===== config.mk =====
export PLATFORM = sky130hd
export DESIGN_NAME = rgb_range_object_locator_core
export DESIGN_NICKNAME = d
export VERILOG_FILES = /design/src/hdl/rrol_pkg.sv /design/src/hdl/rrol_front.sv /design/src/hdl/rrol_queue.sv /design/src/hdl/rrol_back.sv /design/src/hdl/rgb_range_object_locator_core.sv
export SDC_FILE = /design/constraint.sdc
export NUM_CORES = 1
export LEC_CHECK = 0
export ABC_AREA = 1
export CELL_PAD_IN_SITES_DETAIL_PLACEMENT = 1
export CELL_PAD_IN_SITES_GLOBAL_PLACEMENT = 2
export CORE_UTILIZATION = 40
export CTS_BUF_LIST = sky130_fd_sc_hd__clkbuf_4
export DETAILED_ROUTE_END_ITERATION = 7
export DONT_BUFFER_PORTS = 1
export PLACE_DENSITY = 0.94
export SYNTH_ARGS = -nofsm -noshare
export SYNTH_HDL_FRONTEND = slang
export SYNTH_HIERARCHICAL = 1
export SYNTH_SLANG_ARGS = --single-unit
export TNS_END_PERCENT = 1

===== constraint.sdc =====
create_clock -name i_clk -period 7 [get_ports i_clk]
set_input_delay 1.4 -clock i_clk [delete_from_list [all_inputs] [get_ports i_clk]]
set_output_delay 1.4 -clock i_clk [all_outputs]
set_load 0.02 [all_outputs]

===== src/hdl/rrol_pkg.sv =====
// Shared types and constants for the RGB range object locator.
// No dependencies; every other file in hdl/ imports this package.
`timescale 1ns / 1ps

package rrol_pkg;

    // Field widths
    localparam int COLOR_W  = 8;
    localparam int COORD_W  = 10;
    localparam int COUNT_W  = 21;
    localparam int EXTENT_W = COORD_W + 1;

    // Frame limits; pixels outside are never counted
    localparam int MAX_WIDTH  = 1024;
    localparam int MAX_HEIGHT = 1024;
    localparam int LIMIT_W    = 13;

    // Match counter saturates here
    localparam logic [COUNT_W-1:0] COUNT_SAT = COUNT_W'(1048576);

    // Empty bounding box corners
    localparam logic [COORD_W-1:0] COORD_ALL_ONES = '1;

    // Configuration register indexes
    localparam int CFG_IDX_W = 3;
    localparam logic [CFG_IDX_W-1:0] CFG_RED_LOW    = 3'd0;
    localparam logic [CFG_IDX_W-1:0] CFG_RED_HIGH   = 3'd1;
    localparam logic [CFG_IDX_W-1:0] CFG_GREEN_LOW  = 3'd2;
    localparam logic [CFG_IDX_W-1:0] CFG_GREEN_HIGH = 3'd3;
    localparam logic [CFG_IDX_W-1:0] CFG_BLUE_LOW   = 3'd4;
    localparam logic [CFG_IDX_W-1:0] CFG_BLUE_HIGH  = 3'd5;
    localparam logic [CFG_IDX_W-1:0] CFG_MIN_PIXELS = 3'd6;

    // Reset values: yellow preset
    localparam logic [COLOR_W-1:0] RST_RED_LOW    = 8'd200;
    localparam logic [COLOR_W-1:0] RST_RED_HIGH   = 8'd255;
    localparam logic [COLOR_W-1:0] RST_GREEN_LOW  = 8'd180;
    localparam logic [COLOR_W-1:0] RST_GREEN_HIGH = 8'd255;
    localparam logic [COLOR_W-1:0] RST_BLUE_LOW   = 8'd0;
    localparam logic [COLOR_W-1:0] RST_BLUE_HIGH  = 8'd100;
    localparam logic [COUNT_W-1:0] RST_MIN_PIXELS = 21'd30;

    // Queue between front and back
    localparam int QDEPTH = 4;
    localparam int QPTR_W = $clog2(QDEPTH);
    localparam int QCNT_W = $clog2(QDEPTH + 1);

    // Channel bounds seen by the classifier
    typedef struct packed {
        logic [COLOR_W-1:0] red_low;
        logic [COLOR_W-1:0] red_high;
        logic [COLOR_W-1:0] green_low;
        logic [COLOR_W-1:0] green_high;
        logic [COLOR_W-1:0] blue_low;
        logic [COLOR_W-1:0] blue_high;
    } t_bounds;

    // One classified pixel
    typedef struct packed {
        logic               hit;
        logic [COORD_W-1:0] row;
        logic [COORD_W-1:0] col;
        logic               last;
    } t_entry;

endpackage


===== src/hdl/rrol_front.sv =====
// Front end: classifies one pixel against the channel bounds.
// Depends on rrol_pkg.
`timescale 1ns / 1ps

module rrol_front (
    input  rrol_pkg::t_bounds                 i_bounds,
    input  logic [rrol_pkg::COLOR_W-1:0]      i_red,
    input  logic [rrol_pkg::COLOR_W-1:0]      i_green,
    input  logic [rrol_pkg::COLOR_W-1:0]      i_blue,
    input  logic [rrol_pkg::COORD_W-1:0]      i_pixel_row,
    input  logic [rrol_pkg::COORD_W-1:0]      i_pixel_col,
    input  logic                              i_frame_end,
    output rrol_pkg::t_entry                  o_entry
);
    import rrol_pkg::*;

    logic w_inside;
    logic w_red_ok;
    logic w_green_ok;
    logic w_blue_ok;

    // position must lie within the frame
    assign w_inside = ({{(LIMIT_W-COORD_W){1'b0}}, i_pixel_row} < LIMIT_W'(MAX_HEIGHT)) &&
                      ({{(LIMIT_W-COORD_W){1'b0}}, i_pixel_col} < LIMIT_W'(MAX_WIDTH));

    // inclusive range per channel; low above high never matches
    assign w_red_ok   = (i_red >= i_bounds.red_low) && (i_red <= i_bounds.red_high);
    assign w_green_ok = (i_green >= i_bounds.green_low) && (i_green <= i_bounds.green_high);
    assign w_blue_ok  = (i_blue >= i_bounds.blue_low) && (i_blue <= i_bounds.blue_high);

    always_comb begin
        o_entry.hit  = w_inside && w_red_ok && w_green_ok && w_blue_ok;
        o_entry.row  = i_pixel_row;
        o_entry.col  = i_pixel_col;
        o_entry.last = i_frame_end;
    end

endmodule


===== src/hdl/rrol_queue.sv =====
// Short FIFO of classified pixels between front and back.
// Depends on rrol_pkg.
`timescale 1ns / 1ps

module rrol_queue (
    input  logic              i_clk,
    input  logic              i_rst_n,
    input  logic              i_push,
    input  rrol_pkg::t_entry  i_entry,
    output logic              o_full,
    input  logic              i_pop,
    output logic              o_empty,
    output rrol_pkg::t_entry  o_entry
);
    import rrol_pkg::*;

    t_entry              r_mem [QDEPTH];
    logic [QPTR_W-1:0]   r_wr_ptr;
    logic [QPTR_W-1:0]   r_rd_ptr;
    logic [QCNT_W-1:0]   r_count;
    logic [QCNT_W-1:0]   n_count;

    assign o_full  = (r_count == QCNT_W'(QDEPTH));
    assign o_empty = (r_count == '0);
    assign o_entry = r_mem[r_rd_ptr];

    // storage
    always_ff @(posedge i_clk) begin
        if (i_push) begin
            r_mem[r_wr_ptr] <= i_entry;
        end
    end

    // occupancy
    always_comb begin
        n_count = r_count;
        if (i_push && !i_pop) begin
            n_count = r_count + 1'b1;
        end else if (!i_push && i_pop) begin
            n_count = r_count - 1'b1;
        end
    end

    // pointers wrap naturally at a power-of-two depth
    always_ff @(posedge i_clk) begin
        if (!i_rst_n) begin
            r_wr_ptr <= '0;
            r_rd_ptr <= '0;
            r_count  <= '0;
        end else begin
            if (i_push) begin
                r_wr_ptr <= r_wr_ptr + 1'b1;
            end
            if (i_pop) begin
                r_rd_ptr <= r_rd_ptr + 1'b1;
            end
            r_count <= n_count;
        end
    end

endmodule


===== src/hdl/rrol_back.sv =====
// Back end: frame accumulators, summary arithmetic and the output register.
// Depends on rrol_pkg.
`timescale 1ns / 1ps

module rrol_back (
    input  logic                              i_clk,
    input  logic                              i_rst_n,
    input  logic [rrol_pkg::COUNT_W-1:0]      i_min_pixels,
    input  logic                              i_empty,
    input  rrol_pkg::t_entry                  i_entry,
    output logic                              o_pop,
    output logic                              o_out_valid,
    input  logic                              i_out_stall,
    output logic                              o_in_range,
    output logic                              o_frame_done,
    output logic [rrol_pkg::COUNT_W-1:0]      o_match_total,
    output logic                              o_object_found,
    output logic [rrol_pkg::COORD_W-1:0]      o_center_col,
    output logic [rrol_pkg::COORD_W-1:0]      o_center_row,
    output logic signed [rrol_pkg::EXTENT_W-1:0] o_extent
);
    import rrol_pkg::*;

    // accumulators
    logic [COUNT_W-1:0] r_count, n_count;
    logic [COORD_W-1:0] r_top, n_top;
    logic [COORD_W-1:0] r_bottom, n_bottom;
    logic [COORD_W-1:0] r_left, n_left;
    logic [COORD_W-1:0] r_right, n_right;

    // output register
    logic                r_out_valid;
    logic                r_in_range;
    logic                r_frame_done;
    logic [COUNT_W-1:0]  r_match_total;
    logic                r_object_found;
    logic [COORD_W-1:0]  r_center_col;
    logic [COORD_W-1:0]  r_center_row;
    logic [EXTENT_W-1:0] r_extent;

    logic                w_found;
    logic [COORD_W-1:0]  w_span_c;
    logic [COORD_W-1:0]  w_span_r;
    logic [COORD_W-1:0]  w_span_max;

    // take a pixel whenever the output register is free or being drained
    assign o_pop = !i_empty && (!r_out_valid || !i_out_stall);

    // accumulator update including the current pixel
    always_comb begin
        n_count  = r_count;
        n_top    = r_top;
        n_bottom = r_bottom;
        n_left   = r_left;
        n_right  = r_right;
        if (i_entry.hit) begin
            if (r_count < COUNT_SAT) begin
                n_count = r_count + 1'b1;
            end
            if (i_entry.row < r_top) begin
                n_top = i_entry.row;
            end
            if (i_entry.row > r_bottom) begin
                n_bottom = i_entry.row;
            end
            if (i_entry.col < r_left) begin
                n_left = i_entry.col;
            end
            if (i_entry.col > r_right) begin
                n_right = i_entry.col;
            end
        end
    end

    // summary; a found object always has a nonempty box
    assign w_found    = (n_count > i_min_pixels);
    assign w_span_c   = n_right - n_left;
    assign w_span_r   = n_bottom - n_top;
    assign w_span_max = (w_span_c > w_span_r) ? w_span_c : w_span_r;

    always_ff @(posedge i_clk) begin
        if (!i_rst_n) begin
            r_count  <= '0;
            r_top    <= COORD_ALL_ONES;
            r_bottom <= '0;
            r_left   <= COORD_ALL_ONES;
            r_right  <= '0;
        end else if (o_pop) begin
            if (i_entry.last) begin
                r_count  <= '0;
                r_top    <= COORD_ALL_ONES;
                r_bottom <= '0;
                r_left   <= COORD_ALL_ONES;
                r_right  <= '0;
            end else begin
                r_count  <= n_count;
                r_top    <= n_top;
                r_bottom <= n_bottom;
                r_left   <= n_left;
                r_right  <= n_right;
            end
        end
    end

    // result valid flag
    always_ff @(posedge i_clk) begin
        if (!i_rst_n) begin
            r_out_valid <= 1'b0;
        end else if (o_pop) begin
            r_out_valid <= 1'b1;
        end else if (!i_out_stall) begin
            r_out_valid <= 1'b0;
        end
    end

    // result payload; summary fields are zero except on the frame end
    always_ff @(posedge i_clk) begin
        if (o_pop) begin
            r_in_range   <= i_entry.hit;
            r_frame_done <= i_entry.last;
            if (i_entry.last) begin
                r_match_total  <= n_count;
                r_object_found <= w_found;
                if (w_found) begin
                    r_center_col <= n_left + (w_span_c >> 1);
                    r_center_row <= n_top + (w_span_r >> 1);
                    r_extent     <= {1'b0, w_span_max};
                end else begin
                    r_center_col <= '0;
                    r_center_row <= '0;
                    r_extent     <= '1;
                end
            end else begin
                r_match_total  <= '0;
                r_object_found <= 1'b0;
                r_center_col   <= '0;
                r_center_row   <= '0;
                r_extent       <= '0;
            end
        end
    end

    assign o_out_valid    = r_out_valid;
    assign o_in_range     = r_in_range;
    assign o_frame_done   = r_frame_done;
    assign o_match_total  = r_match_total;
    assign o_object_found = r_object_found;
    assign o_center_col   = r_center_col;
    assign o_center_row   = r_center_row;
    assign o_extent       = $signed(r_extent);

endmodule


===== src/hdl/rgb_range_object_locator_core.sv =====
// RGB range object locator, top level: configuration registers and the
// front, queue and back instances. Depends on rrol_pkg and all rrol_* modules.
// An input request is written into the queue, then reaches the back end's
// output register. Throughput: one pixel per cycle while the output is not
// stalled, set by the accumulator update in the back end; a four-entry queue
// absorbs output stalls. Reset (synchronous, active low) loads the yellow
// preset bounds and a minimum of 30 pixels and clears the accumulators.
`timescale 1ns / 1ps

module rgb_range_object_locator_core (
    input  logic                                  i_clk,
    input  logic                                  i_rst_n,
    // configuration writes
    input  logic                                  i_cfg_valid,
    output logic                                  o_cfg_ready,
    input  logic [rrol_pkg::CFG_IDX_W-1:0]        i_cfg_index,
    input  logic [rrol_pkg::COUNT_W-1:0]          i_cfg_data,
    // pixel input
    input  logic                                  i_in_valid,
    output logic                                  o_in_stall,
    input  logic [rrol_pkg::COLOR_W-1:0]          i_red,
    input  logic [rrol_pkg::COLOR_W-1:0]          i_green,
    input  logic [rrol_pkg::COLOR_W-1:0]          i_blue,
    input  logic [rrol_pkg::COORD_W-1:0]          i_pixel_row,
    input  logic [rrol_pkg::COORD_W-1:0]          i_pixel_col,
    input  logic                                  i_frame_end,
    // result output
    output logic                                  o_out_valid,
    input  logic                                  i_out_stall,
    output logic                                  o_in_range,
    output logic                                  o_frame_done,
    output logic [rrol_pkg::COUNT_W-1:0]          o_match_total,
    output logic                                  o_object_found,
    output logic [rrol_pkg::COORD_W-1:0]          o_center_col,
    output logic [rrol_pkg::COORD_W-1:0]          o_center_row,
    output logic signed [rrol_pkg::EXTENT_W-1:0]  o_extent
);
    import rrol_pkg::*;

    t_bounds            r_bounds;
    logic [COUNT_W-1:0] r_min_pixels;

    t_entry w_front_entry;
    t_entry w_queue_entry;
    logic   w_full;
    logic   w_empty;
    logic   w_push;
    logic   w_pop;

    // configuration register file, always ready
    assign o_cfg_ready = 1'b1;

    always_ff @(posedge i_clk) begin
        if (!i_rst_n) begin
            r_bounds.red_low    <= RST_RED_LOW;
            r_bounds.red_high   <= RST_RED_HIGH;
            r_bounds.green_low  <= RST_GREEN_LOW;
            r_bounds.green_high <= RST_GREEN_HIGH;
            r_bounds.blue_low   <= RST_BLUE_LOW;
            r_bounds.blue_high  <= RST_BLUE_HIGH;
            r_min_pixels        <= RST_MIN_PIXELS;
        end else if (i_cfg_valid && o_cfg_ready) begin
            unique case (i_cfg_index)
                CFG_RED_LOW:    r_bounds.red_low    <= i_cfg_data[COLOR_W-1:0];
                CFG_RED_HIGH:   r_bounds.red_high   <= i_cfg_data[COLOR_W-1:0];
                CFG_GREEN_LOW:  r_bounds.green_low  <= i_cfg_data[COLOR_W-1:0];
                CFG_GREEN_HIGH: r_bounds.green_high <= i_cfg_data[COLOR_W-1:0];
                CFG_BLUE_LOW:   r_bounds.blue_low   <= i_cfg_data[COLOR_W-1:0];
                CFG_BLUE_HIGH:  r_bounds.blue_high  <= i_cfg_data[COLOR_W-1:0];
                CFG_MIN_PIXELS: r_min_pixels        <= i_cfg_data;
                default: begin
                    // unmapped index: ignored
                end
            endcase
        end
    end

    // input request accepted when the queue has room
    assign o_in_stall = w_full;
    assign w_push     = i_in_valid && !w_full;

    rrol_front u_front (
        .i_bounds    (r_bounds),
        .i_red       (i_red),
        .i_green     (i_green),
        .i_blue      (i_blue),
        .i_pixel_row (i_pixel_row),
        .i_pixel_col (i_pixel_col),
        .i_frame_end (i_frame_end),
        .o_entry     (w_front_entry)
    );

    rrol_queue u_queue (
        .i_clk   (i_clk),
        .i_rst_n (i_rst_n),
        .i_push  (w_push),
        .i_entry (w_front_entry),
        .o_full  (w_full),
        .i_pop   (w_pop),
        .o_empty (w_empty),
        .o_entry (w_queue_entry)
    );

    rrol_back u_back (
        .i_clk          (i_clk),
        .i_rst_n        (i_rst_n),
        .i_min_pixels   (r_min_pixels),
        .i_empty        (w_empty),
        .i_entry        (w_queue_entry),
        .o_pop          (w_pop),
        .o_out_valid    (o_out_valid),
        .i_out_stall    (i_out_stall),
        .o_in_range     (o_in_range),
        .o_frame_done   (o_frame_done),
        .o_match_total  (o_match_total),
        .o_object_found (o_object_found),
        .o_center_col   (o_center_col),
        .o_center_row   (o_center_row),
        .o_extent       (o_extent)
    );

endmodule

== After elaboration in Yosys (flattened, before gate mapping) ==
Memories as Yosys holds them, arrays and structs flattened. A register that Yosys moved wholly into a read port is not among the register bits.
Cells that the tools add are included.
Word-level totals
  register bits: 193
  bits in latches: 0
  bits in writable memories: 88
  bits in read-only memories: 0
  input bits: 74
  output and inout bits: 58
  word-level logic and storage cells: 106
  memories: 1
Memories
  u_queue.r_mem: words 4, width 22, read ports 1, clocked after memory_dff 1, write ports 1, line rrol_queue.sv:17  | t_entry r_mem [QDEPTH];
Operators by class
  $add $sub $neg: 9
  multipliers: 0
  divide/modulo/power cells: 0
  $lt $le $gt $ge: 13
  eq/ne operators: 8
  shift operators: 0
  multiplexer cells: 25
  bitwise operators: 0
  reduce and logical (&&, ||, !) cells: 27
Operators by type and width (number)
  2-to-1 mux 10 bit: 13
  2-to-1 mux 21 bit: 3
  > comparator 10 bit: 3
  >= comparator 8 bit: 3
  less-or-equal comparator 8 bit: 3
  adder 21 x 1 -> 21 bit (second input constant): 1
  > comparator 21 bit: 1
  < comparator 21 bit (second input constant): 1
  adder 10 x 9 -> 10 bit: 2
  < comparator 10 bit: 2
  subtractor 10 bit: 2
  AND reduction 2 bit: 8
  == test 3 bit (second input constant): 4
  2-to-1 mux 11 bit: 1
  logical AND 1 bit: 9
  == test 3 x 2 -> 1 bit (second input constant): 2
  logical NOT 1 bit: 6
  logical NOT 3 bit: 2
  2-to-1 mux 3 bit: 2
  adder 2 x 1 -> 2 bit (second input constant): 2
  2-to-1 mux 1 bit: 4
  2-to-1 mux 2 bit: 2
  adder 3 x 1 -> 3 bit (second input constant): 1
  == test 3 x 1 -> 1 bit (second input constant): 1
  4 further kinds: 4

== Depth between registers and ports, before layout ==
  depth in word-level cells: 7
  depth in mapped cells: 37
  mapped depth without buffers: 34

== Hierarchy ==
The synthesis kept the hierarchy.
Modules (own cells, without submodules)
  rrol_back: times used 1, cells each 1190, area an instance 8767.2 um^2, sequential area each 2892.8 um^2
  rrol_queue: times used 1, cells each 271, area an instance 3737.3 um^2, sequential area each 2822.7 um^2
  rgb_range_object_locator_core: times used 1, cells each 385, area an instance 2713.9 um^2, sequential area each 1381.3 um^2
  rrol_front: times used 1, cells each 234, area an instance 1446.4 um^2, sequential area each 0.0 um^2

== Worst setup path after synthesis ==
Ideal clock, no wire load.
  kind: flip-flop to flip-flop
  from: register with a tool-made name
  to: register u_back.r_extent[8] (netlist: u_back/o_extent[8]) (data pin)
  library setup time: 0.263 ns
  arrival time: 4.532 ns
  data required time: 6.737 ns
  setup slack: 2.205 ns
  cell stages (with the launch flop): 32
  buffers on the path: 4
  period minus slack after synthesis: 4.795 ns
  cells stage by stage: dfxtp_1 buf_6 inv_8 buf_6 nor2_1 o22ai_1 ha_1 nand2_1 inv_1 nand2_1 nand3_1 nor2_2 nand3_4 buf_2 nand2_1 o21ai_1 ha_1 fa_1 o21ai_1 nand2_1 o211ai_1 xor2_1 ha_1 nand2_1 nor2_1 a211oi_1 o211ai_1 nand2_1 clkbuf_1 a21oi_1 o21ai_0 nand2_1
RTL lines
  end signal: assignment: line rrol_back.sv:127  | r_extent <= {1'b0, w_span_max};
  end: declaration: line rrol_back.sv:39  | logic [EXTENT_W-1:0] r_extent;

==> flow_summary.ini <==
[synthesis]
synth-async-reset-ratio_pct = 0
synthAdderAreaFrac_pct = 12.6
synthXorXnorAreaFrac_pct = 2.03
syn_area_per_cell_um2 = 8.01
synth_enable_flop_cells = 143
ys_seq_area_share_pct = 42.6
syn-num-nets = 2319
muxShareOfSynthArea_pct = 0
syn_inst = 2080
synthesis.area_um2 = 16700
synth_ff_type = edfxtp_1
ys_seq_elements = 283
synth_cell_types = 49
synthSimpleGateAreaFrac_pct = 22.0
synth_top_family_by_area = simple AND/OR/NAND/NOR gates
ys_warn_count = 6
synth_compound_area_share_pct = 10.3

[min_path]
hold_end = r_bounds[20]
holdCritPathClass = reg -> reg
min_path_cells = 2
hp-start = r_bounds[20]

[die]
die_width_um = 206
io_pins = 132
die_y_um = 206
start_util_pct = 40.7
dieArea_um2 = 42500
rows = 74
coreArea_um2 = 40900

[worst_setup_path]
cp_max_fo = 20
critPathKind = reg -> reg
r2r_setup_slack_ps = 580
crit_top_cell = nand2_1
path_delay_family = compound AO/OA/AOI/OAI gates
cp.arrival_ps = 6960
critPathBufInv = 3
r2r_cells = 28
critPathSlowestCell = dfxtp_1
timing.rr.end = u_back/o_extent[6]
worstPathRequired_ps = 7540
worst_path_largest_cell_delay_ps = 600
crit_path_end_kind = flip-flop
start_kind = flip-flop

[clock_tree]
cts_hold_buffers = 0
cts.sinks = 283
cts_max_level = 3
clock_path_buffers = 3
root_buffer = clkbuf_4
insertion_delay_ps = 800
clk_transition_reported_paths_ps = 60
cts_buffers = 80
cts_tree = built
cts.repair.resized = 0
post_cts.repair.setup_buffers = 0

[placed_design]
pre_cts_ws_ps = 393
globalplace.congestion = 0.856
dp.cells = 2539
hpwlAfterDp_um = 34900
port_buffers = 0

[routing]
drt_iter0_markers = 638
met3_length_um = 1710
ant_nets = 0
wl_per_cell_um = 17.7
wl_met1_um = 20600
routed.top_layer = met4
drc_errors = 0
wl_met2_um = 24000
routed_wirelength_um = 47600
viasPerCell = 5.15
drtPass1Iterations = 4
num_vias = 13900

[job]
cap_violations = 0

[finish]
multi_input_area_um2 = 7870
area_delta_synth_final_pct = 8.10
mostFrequentLayoutCells = nand2_1 (467), inv_1 (309), nor2_1 (214)
layout-drive-gt1-share_pct = 9.42
n_fill_cell = 5070
nets = 2328
final_common_cell = nand2_1
ff_latch_area_um2 = 7100
fin_cells = 2691

[global_routing]
grt_max_degree = 97
grt_pass1_vias = 15000
grt_pass1_wl_um = 76500
grt_overflow_total = 0
antenna_found_initial = 2
grt_usage_pct = 23.0

[sta]
finalSetupTns_ps = 0
slew_violations = 0
setup_violations = 0
hold_violations = 0
skew_ps = 48.1
post-route-period-util_pct = 91.7
fin_crit_ps = 6420
max_slew.worst_pin.slew_ps = 1100
fin_ws_ps = 582
max_freq_ghz = 0.156
rsz0062_at_grt = no
relSlewSlack_pct = 26.6

[run_status]
status = finished, final reports clean
cell type report:
cell class | instances | area share (%)
clock inverter | 24 | 0.757
inverter | 322 | 6.75
multi-input combinational | 1390 | 43.7
antenna | 5 | 0.0695
sequential | 283 | 39.4
clock buffer | 123 | 5.13
tap | 532 | 3.69
timing repair buffer | 12 | 0.521
state kept, by name, indices dropped and copies added, names as in the netlist, 11 cells and up, named ones only:
| signal | cells |
|---|---|
| u_queue/r_mem | 88 |
| r_min_pixels | 21 |
| u_back/o_match_total | 21 |
| r_bounds | 48 |
| u_back/o_extent | 11 |
| u_back/r_count | 21 |
cells in the mapped netlist (17+ instances only):
master    instances  share of area (%)
nand2_1         468                 11
inv_1           310                7.0
nor2_1          216                4.9
ha_1            160                 12
edfxtp_1        143                 26
dfxtp_1         140                 17
nand3_1         113                3.4
a21oi_1         111                3.3
o21ai_0          67                2.0
o21ai_1          58                1.7
o22ai_1          34                1.3
buf_4            30                1.4
xor2_1           25                1.3
clkbuf_1         22               0.50
buf_2            21               0.63
nor3_1           18               0.54
nand4_1          17               0.64
routing by layer:
metal	GRT usage, %	vias to the layer above
li1	-	6830
met1	27.1	6702
met2	41.0	225
met3	4.60	94
met4	8.69	0
met5	0	-
worst max path at each step:
stage | end | cells after the start
finish | u_back/o_extent[6] | 28
global placement | u_back/o_extent[6] | 27
global route | u_back/o_extent[6] | 29
floorplan | u_back/o_extent[8] | 31
detailed placement | u_back/o_extent[6] | 27
CTS | u_back/o_extent[6] | 27
cell families after synthesis:
| family | after synthesis |
|---|---|
| xor gates and xnor gates | 36 |
| and+or+nand+nor | 876 |
| other | 1 |
| DFF | 283 |
| buffers and inverters | 407 |
| AOI/OAI and AO/OA | 312 |
| adders and majority gates | 165 |
worst min-delay path: stages, from the launching register on:
cell and delay [ps]:
dfxtp_1 320, nand2_1 50, nand3_1 50
through the flow:
step / util, % / cell area, um2 / hold WS (ps)
5_1_grt: 44.0 / 18000 / 487
2_1_floorplan: - / 16700 / 412
6_report: 44.0 / 18000 / 458
4_1_cts: 43.9 / 18000 / 467
3_3_place_gp: 41.3 / 16900 / 438
3_5_place_dp: 41.3 / 16900 / 455
Power is not shown: default switching activity piles up to over one toggle a cycle in this logic, so the estimate is an artifact.
